===== config.mk =====
export PLATFORM = sky130hd
export DESIGN_NAME = dtc_ram
export DESIGN_NICKNAME = d
export VERILOG_FILES = /design/src/sv/decision_tree_classifier_defines.svh /design/src/sv/dtc_ram.sv
export SDC_FILE = /design/constraint.sdc
export NUM_CORES = 1
export LEC_CHECK = 0
export ABC_AREA = 1
export BUFFER_PORTS_ARGS = -buffer_cell sky130_fd_sc_hd__buf_2
export CORE_MARGIN = 1
export CORE_UTILIZATION = 30
export CTS_CLUSTER_DIAMETER = 100
export DETAILED_ROUTE_END_ITERATION = 6
export HOLD_SLACK_MARGIN = 0.08
export PLACE_DENSITY = 0.4
export REMOVE_ABC_BUFFERS = 1
export SKIP_LAST_GASP = 1
export SYNTH_ARGS = -nofsm -noshare
export SYNTH_HDL_FRONTEND = slang
export SYNTH_SLANG_ARGS = --single-unit
export TNS_END_PERCENT = 10

===== constraint.sdc =====
create_clock -name clk -period 4.05 [get_ports clk]
set_input_delay 0.405 -clock clk [delete_from_list [all_inputs] [get_ports clk]]
set_output_delay 0.405 -clock clk [all_outputs]
set_load 0.02 [all_outputs]

===== src/sv/decision_tree_classifier_defines.svh =====
// Assertion macros shared by the decision tree classifier RTL.
// Depends on nothing; the including module supplies clk and rst_n.
`ifndef DECISION_TREE_CLASSIFIER_DEFINES_SVH
`define DECISION_TREE_CLASSIFIER_DEFINES_SVH

// Same-cycle implication, sampled on clk, off while in reset
`define DTC_ASSERT_IMP(label, ante, cons, msg) \
  label: assert property (@(posedge clk) disable iff (!rst_n) (ante) |-> (cons)) \
    else $error(msg);

// Next-cycle implication, sampled on clk, off while in reset
`define DTC_ASSERT_NXT(label, ante, cons, msg) \
  label: assert property (@(posedge clk) disable iff (!rst_n) (ante) |=> (cons)) \
    else $error(msg);

`endif


===== src/sv/dtc_ram.sv =====
// Generic single-write, single-read RAM with registered read data.
// No dependencies; instanced for the node table and the feature store.
module dtc_ram #(
  parameter int WIDTH = 32,
  parameter int DEPTH = 32,
  localparam int AW = (DEPTH > 1) ? $clog2(DEPTH) : 1
) (
  input  logic             clk,
  input  logic             wr_en,
  input  logic [AW-1:0]    wr_addr,
  input  logic [WIDTH-1:0] wr_data,
  input  logic             rd_en,
  input  logic [AW-1:0]    rd_addr,
  output logic [WIDTH-1:0] rd_data
);

  logic [WIDTH-1:0] mem_r [DEPTH];
  logic [WIDTH-1:0] rd_data_r;

  // Write port
  always_ff @(posedge clk) begin
    if (wr_en) begin
      mem_r[wr_addr] <= wr_data;
    end
  end

  // Read port: hold data until the next read
  always_ff @(posedge clk) begin
    if (rd_en) begin
      rd_data_r <= mem_r[rd_addr];
    end
  end

  assign rd_data = rd_data_r;

endmodule


==> implementation parameters, run 1 <==
Parameter                              Value

Run status
  Run status    finished clean

CTS
  Clock transition at the registers of the reported paths    0.06 ns
  Num CTS Buffers    between 100 and 150
  Total of hold buffers inserted after clock tree synthesis    0
  Post-CTS setup buffer count    0
  Post-CTS sizing    0
  Maximum clock path buffer count    3
  Root buffer cell    sky130_fd_sc_hd__clkbuf_16
  CTS tree    yes
  Clk Latency, worst-skew pair    ~0.74 ns
  Count of clock tree sinks    about 1,100
  Depth of the CTS H-tree    3

Worst setup path
  Reg-to-Reg Start    mem_r[1][25]
  CP cell instances    buf_2
  Worst-path fanout max    1
  R2r setup slk    between 2 and 3 ns
  Crit path max-delay cell type    sky130_fd_sc_hd__edfxtp_1
  Signal arrival time at the worst endpoint    1.58 ns
  Total buffers and inverters traversed by the critical path    1
  Delay of the slowest critical-path stage    slightly below 0.6 ns
  Critical path capture point type    primary output
  Critical Path Source    rd_data[26]
  Cell count of the worst reg-to-reg path    8
  Startpoint type of the worst setup path    register
  Critical path's top delay family    flip-flops
  Classification of the worst setup path    register to primary output
  Capture instance of the worst register-to-register path    rd_data[25]
  Worst Path Required    ~3.6 ns

STA
  Setup TNS    0 ns
  Count of pins over their slew limit    0
  Total count of hold-check failures in the final report    0
  Clock tree skew after final layout    about 0.053 ns
  Setup repair after global routing missed its margin    no
  Final worst slack    around 2.1 ns
  Final period util    around half
  Maximum frequency from static timing analysis    roughly 0.5 GHz
  # setup viols final    0
  Final worst path period need    slightly below 2 ns
  Remaining max-slew budget at the tightest pin    between 20% and 30%
  Transition time of the tightest slew-check pin    ~1.1 ns

Synthesis
  Leading cell type by number of instances after synthesis    sky130_fd_sc_hd__nand2_1
  Largest cells by area after synthesis    sky130_fd_sc_hd__edfxtp_1 74%, sky130_fd_sc_hd__nand2_1 13%, sky130_fd_sc_hd__nand3_1 9.1%
  Warning count from the yosys run    0
  Synthesized area    42,730 um2
  Count of mapped cells out of synthesis    roughly 3,500
  Count of flip-flops with a built-in enable after synthesis    1,056
  Synth Area per Inst    12.08 um2
  Cell types with the highest counts after synthesis    1,440 x sky130_fd_sc_hd__nand2_1, 1,056 x sky130_fd_sc_hd__edfxtp_1, 780 x sky130_fd_sc_hd__nand3_1
  Cell accounting for the most synthesized area    sky130_fd_sc_hd__edfxtp_1
  Top_reg_cell synth    sky130_fd_sc_hd__edfxtp_1
  Top-area cell type share of the netlist area    between 70% and 80%
  Portion of the post-synthesis area used by sequential elements    roughly three quarters
  Share of synthesized registers carrying an async set or reset    0%
  Number of distinct library cells after synthesis    13
  Total of flip-flops plus latches after synthesis    1,056

Die
  Number of top-level pins    77
  Total Die Area    between 100,000 and 150,000 um2
  Initial core utilization    ~30%
  Core Rows    between 100 and 150
  Width of the die    around 380 um
  Y dimension of the die    379.4 um
  Core Region    about 140,000 um2

Routing
  Total Routed Length    around 130 mm
  Met2 routed wirelength    62.75 mm
  Met3 Wirelength    between 5 and 6 mm
  Number of remaining DRC errors    0
  Vias per inst    4.757
  Uppermost signal routing layer after detailed routing    met4
  Met1 Wirelength    63.00 mm
  Number of antenna-violating nets in the routed design    0
  Count of vias placed by the detailed router    between 20,000 and 30,000
  First drt pass iteration count    7
  Routed WL per cell    around 24 um
  Number of design-rule violations left by the first detailed-router iteration    around 1,900

Place
  Placed instance count    5,366
  Routability cong.    between 0.7 and 0.8
  Port Buffers    between 70 and 80
  Worst Setup Slack post-DPL    around 1.3 ns
  DP Area    ~45,000 um2
  HPWL Detailed    69.01 mm

Global routing
  All-layer global routing usage    between 10% and 20%
  Pin count of the biggest net entering global routing    165
  Grt ovf    0
  Number of antenna violations at the first check in global routing    6
  Vias in the first global route    roughly 26,000
  Global-route wire length before repair    ~190 mm

Worst hold path
  Hold path cells    1
  Worst min-delay path endpoint    mem_r[14][22]
  Start point of the worst hold path    wr_data[22]
  Path category of the worst min-delay check    primary input to register

Layout
  Storage element area    approximately 32,000 um2
  Final #Nets    3,640
  Filler-free cell count of the finished design    about 5,600
  Layout cells sized above 1    roughly a tenth
  Filler cell count in the final layout    ~14,000
  Cell area after layout    48,770 um2
  Multi-input logic area    slightly below 10,000 um2
  Area delta synth->final    14.15%
  Finished Core Util    34.49%

Run
  Max Cap Violations    0

Power
  VDD IR-drop max    0.3471 mV
  P_leak    around 0.017 uW
  Power per unit of standard cell area    a little under 500 nW/um2
==> worst max path at each step <==
stage               slack, ns  cells past startpoint     endpoint
floorplan                0.83                      8  rd_data[20]
global placement         1.36                     10  rd_data[26]
detailed placement       1.33                     10  rd_data[26]
CTS                      2.02                      1  rd_data[26]
global route             2.01                     10  rd_data[30]
finish                   2.07                      1  rd_data[26]
==> placed cells by master (no fill, tap or decap), types with 2 or more instances in the layout <==
master                       count
sky130_fd_sc_hd__edfxtp_1     1056
sky130_fd_sc_hd__nand2_1      1440
sky130_fd_sc_hd__buf_8           2
sky130_fd_sc_hd__clkinv_1       31
sky130_fd_sc_hd__buf_2          72
sky130_fd_sc_hd__bufinv_16       6
sky130_fd_sc_hd__inv_6           5
sky130_fd_sc_hd__clkinvlp_4      2
sky130_fd_sc_hd__clkinv_16       3
sky130_fd_sc_hd__nand3_1       780
sky130_fd_sc_hd__inv_1           5
sky130_fd_sc_hd__nor2_4         32
sky130_fd_sc_hd__clkbuf_1       29
sky130_fd_sc_hd__buf_12         27
sky130_fd_sc_hd__buf_4          56
sky130_fd_sc_hd__clkbuf_16     118
sky130_fd_sc_hd__clkinv_2       23
==> registers in the layout, summed over array words and instances, names as in the netlist <==
| name | count |
|---|---|
| mem_r | 1024 |
| rd_data | 32 |
==> metal layers <==
metal	up-vias	GRT usage [%]
li1	12500	-
met4	0	4.930
met3	143	2.323
met1	13400	26.26
met5	-	0
met2	508	29.87
==> cell type report <==
class                      instances  area share, %
clock inverter                    68          1.070
multi-input combinational       2252          19.83
sequential                      1056          65.02
timing repair buffer             158          2.794
inverter                          10         0.1616
clock buffer                     147          6.278
tap                             1890          4.849
antenna                            1       0.005131
==> through the flow <==
stage / power (uW) / hold slack [ns]
final: 23840 / 0.2009
after global routing: 24630 / 0.1828
after CTS: 24140 / 0.1255
after detailed placement: 13980 / 0.8032
after global placement: 13990 / 0.8174
after floorplan: 13120 / 0.5039
==> logic make-up (layout without fill, tap and decap cells) <==
group,count (synthesis),count (layout),synth area share [%]
DFF,1056,1056,74.22
other,0,1,0
buffers and inverters,228,383,3.713
and+or+nand+nor,2252,2252,22.07
==> report_power, final <==
group          switching [uW]  internal, uW  leakage, uW
Combinational            1120           352      0.00614
Sequential               50.1         12200      0.00955
Clock                    4420          5700      0.00175
Power figures use the tool's default switching activity.
==> inputs of run 2 (changes only) <==
--- a/config.mk
+++ b/config.mk
@@ -5,14 +5,14 @@
 export SDC_FILE = /design/constraint.sdc
 export NUM_CORES = 1
 export LEC_CHECK = 0
-export ABC_AREA = 1
+export ABC_AREA = 0
 export BUFFER_PORTS_ARGS = -buffer_cell sky130_fd_sc_hd__buf_2
 export CORE_MARGIN = 1
 export CORE_UTILIZATION = 30
 export CTS_CLUSTER_DIAMETER = 100
 export DETAILED_ROUTE_END_ITERATION = 6
 export HOLD_SLACK_MARGIN = 0.08
-export PLACE_DENSITY = 0.4
+export PLACE_DENSITY = 0.42
 export REMOVE_ABC_BUFFERS = 1
 export SKIP_LAST_GASP = 1
 export SYNTH_ARGS = -nofsm -noshare
==> constraint.sdc (replaced) <==
create_clock -name clk -period 1.7 [get_ports clk]
set_input_delay 0.17 -clock clk [delete_from_list [all_inputs] [get_ports clk]]
set_output_delay 0.17 -clock clk [all_outputs]
set_load 0.02 [all_outputs]
==> run 2 against run 1 <==
Global-route usage is 1.2 points lower. Clock power is 140% higher. Critical path depth stayed put. Wire length is 10% lower. Cell area is 3.2% higher. Non-clock buffer count is 209 higher. Worst hold slack better by 0.047 ns. Sequential power is 140% higher. Largest power group unchanged.
==> implementation parameters, run 2 <==
Parameter                              Value

Routing
  Number of antenna-violating nets in the routed design    0 (unchanged)
  Total Routed Length    119.9 mm (-10%)
  Routed WL per cell    26.74 um (+12%)
  Number of design-rule violations left by the first detailed-router iteration    1,750 (-8.4%)
  Vias per inst    4.917 (+3.4%)
  Number of remaining DRC errors    0 (unchanged)
  First drt pass iteration count    5 (-2)
  Count of vias placed by the detailed router    22,040 (-17%)

Synthesis
  Count of flip-flops with a built-in enable after synthesis    1,056 (unchanged)
  Warning count from the yosys run    0 (unchanged)
  Largest cells by area after synthesis    sky130_fd_sc_hd__edfxtp_1 78%, sky130_fd_sc_hd__mux2i_1 13%, sky130_fd_sc_hd__a22oi_1 1.8%
  Count of mapped cells out of synthesis    2,260 (-36%)
  Synth Area per Inst    18.06 um2 (+49%)
  Portion of the post-synthesis area used by sequential elements    77.71% (+3.5 points)
  Cell types with the highest counts after synthesis    1,056 x sky130_fd_sc_hd__edfxtp_1, 512 x sky130_fd_sc_hd__mux2i_1, 98 x sky130_fd_sc_hd__nand2_1, 98 x sky130_fd_sc_hd__nand3_1
  Total of flip-flops plus latches after synthesis    1,056 (unchanged)
  Top_reg_cell synth    sky130_fd_sc_hd__edfxtp_1
  Leading cell type by number of instances after synthesis    sky130_fd_sc_hd__edfxtp_1
  Top-area cell type share of the netlist area    77.71% (+3.5 points)
  Synthesized area    40,810 um2 (-4.5%)
  Number of distinct library cells after synthesis    24 (+11)
  Cell accounting for the most synthesized area    sky130_fd_sc_hd__edfxtp_1
  Share of synthesized registers carrying an async set or reset    0% (unchanged)

Worst setup path
  Crit path max-delay cell type    sky130_fd_sc_hd__edfxtp_1
  CP cell instances    buf_2
  Startpoint type of the worst setup path    register
  Classification of the worst setup path    register to primary output
  Critical path capture point type    primary output
  Signal arrival time at the worst endpoint    1.42 ns (-0.16 ns)
  Critical path's top delay family    flip-flops
  Worst Path Required    1.53 ns (-2.11 ns)
  Worst-path fanout max    2 (+1)
  Total buffers and inverters traversed by the critical path    1 (unchanged)
  Delay of the slowest critical-path stage    0.50 ns (-0.09 ns)

STA
  Total count of hold-check failures in the final report    0 (unchanged)
  Final worst path period need    1.593 ns
  Maximum frequency from static timing analysis    0.6278 GHz
  Count of pins over their slew limit    0 (unchanged)
  Clock tree skew after final layout    0.04762 ns (-0.005073 ns)
  Minimum hold slack    0.2483 ns (+0.04748 ns)
  # setup viols final    0 (unchanged)
  Final worst slack    0.1072 ns (-1.961 ns)
  Transition time of the tightest slew-check pin    0.6688 ns (-0.4315 ns)
  Setup repair after global routing missed its margin    no
  Final period util    ~94%
  Remaining max-slew budget at the tightest pin    55.41% (+29 points)

Global routing
  Pin count of the biggest net entering global routing    44 (-73%)
  Routing layer with the top usage in global route    met2
  All-layer global routing usage    17.37% (-1.2 points)
  Met1 Use GR    24.70% (-1.6 points)
  Global-route wire length before repair    168.5 mm (-12%)
  Met2 track demand over resource    27.75% (-2.1 points)
  Grt met3 use    2.446% (+0.12 points)
  Vias in the first global route    22,570 (-12%)
  Number of antenna violations at the first check in global routing    6 (unchanged)
  Grt ovf    0 (unchanged)

Layout
  Top register by number of flip-flops    mem_r
  Leading cell type in the layout, fill and taps excluded    sky130_fd_sc_hd__edfxtp_1
  Final #Nets    2,662 (-27%)
  Layout cells sized above 1    19.60% (+10 points)
  Area delta synth->final    23.37%
  Commonest cells after routing, fill and taps aside    1,056 x sky130_fd_sc_hd__edfxtp_1, 512 x sky130_fd_sc_hd__mux2i_1, 134 x sky130_fd_sc_hd__buf_4
  Max reg flops    1,024 (unchanged)

Power
  Switching share of total power    22.04% (-1.4 points)
  Overall power after layout    56,480 uW (+140%)
  Clock network power share    42.3% (-0.2 points)
  Comb power frac    6.0% (-0.2 points)
  Switching power    12,450 uW (+120%)
  VDD IR-drop max    0.7236 mV (+110%)
  Power per unit of standard cell area    1122 nW/um2 (+130%)
  Fraction of power consumed by sequential logic    51.7% (+0.3 points)
  Cell internal power dissipation    44,030 uW (+140%)
  P_leak    0.01756 uW (+0.68%)

CTS
  Num CTS Buffers    115 (-1.7%)
  Maximum clock path buffer count    3 (unchanged)
  Count of clock tree sinks    1,056 (unchanged)
  CTS tree    yes
  Clock transition at the registers of the reported paths    0.06 ns (about the same)
  Root buffer cell    sky130_fd_sc_hd__clkbuf_16
  Post-CTS setup buffer count    0 (unchanged)
  Clk Latency, worst-skew pair    0.73 ns (about the same)
  Depth of the CTS H-tree    3 (unchanged)

Place
  Port Buffers    76 (unchanged)
  Worst Setup Slack post-DPL    -0.2745 ns (-1.609 ns)
  HPWL Detailed    71.98 mm (+4.3%)
  Routability cong.    0.7518 (+1.3%)

Run status
  Run status    finished clean

Die
  Y dimension of the die    370.8 um (-2.3%)
  Core Rows    134 (-2.9%)
  Number of top-level pins    77 (unchanged)
  Width of the die    370.8 um (-2.3%)
  Core Region    134,100 um2 (-5.2%)
  Total Die Area    137,500 um2 (-4.5%)
  Initial core utilization    30.42% (+0.21 points)

Run
  Max Cap Violations    0 (unchanged)

Worst hold path
  Path category of the worst min-delay check    primary input to register
run 2: final timing paths:
check / endpoint / slack (ns) / from / cells after the start
setup / recovery: rd_data[10] / 0.11 / rd_data[10] / 1
hold / removal: mem_r[12][6] / 0.25 / wr_addr[1] / 5
setup reg to reg: rd_data[30] / 0.17 / mem_r[0][30] / 5
hold reg to reg: rd_data[25] / 0.68 / mem_r[10][25] / 4
run 2: area by class of cell:
cell class,count,area [um2]
fill,12390,83790
sequential,1056,31710
multi-input combinational,1077,8610
timing repair buffer,367,4209
clock buffer,140,2972
tap,1768,2212
clock inverter,74,628.1
antenna,1,2.502
run 2: cell families (layout without fill, tap and decap cells):
logic type | count (synthesis) | in the layout | synth area share, %
AND/OR/NAND/NOR | 277 | 277 | 3.076
multiplexers | 512 | 512 | 12.56
other | 0 | 1 | 0
buffers and inverters | 127 | 581 | 1.846
flip-flops | 1056 | 1056 | 77.71
AO/OA/AOI/OAI | 288 | 288 | 4.808
run 2: power by group through the flow:
| stage | registers [uW] | logic [uW] | clock network, uW |
|---|---|---|---|
| floorplan | 29800 | 1170 | 0 |
| global placement | 29700 | 3330 | 0 |
| detailed placement | 29700 | 3360 | 0 |
| CTS | 29200 | 3440 | 24600 |
| global route | 29200 | 3620 | 25400 |
| finish | 29200 | 3380 | 23900 |
run 2: timing repair:
item | 4_1_cts | 5_1_grt
gates resized for setup | 0 | 0
endpoints found under the hold margin | 1056 | 0
hold buffers | 33 | 0
run 2: layer usage:
| metal | vias up | wire [um] | part of all wire (%) |
|---|---|---|---|
| li1 | 9770 | - | - |
| met1 | 11600 | 56400 | 47 |
| met2 | 507 | 56220 | 47 |
| met3 | 157 | 4939 | 4.1 |
| met4 | 6 | 2282 | 1.9 |
| met5 | - | 35 | 0.029 |
run 2: per-stage QoR:
stage          util (%)  instances  TNS (ns)  cell area (um2)
5_1_grt           37.53       4482         0            50340
3_3_place_gp      34.60       4235    -16.99            46410
2_1_floorplan         -       2133   -802.41            40050
3_5_place_dp      34.60       4235    -17.58            46410
6_report          37.53       4483         0            50340
4_1_cts           37.53       4482         0            50340
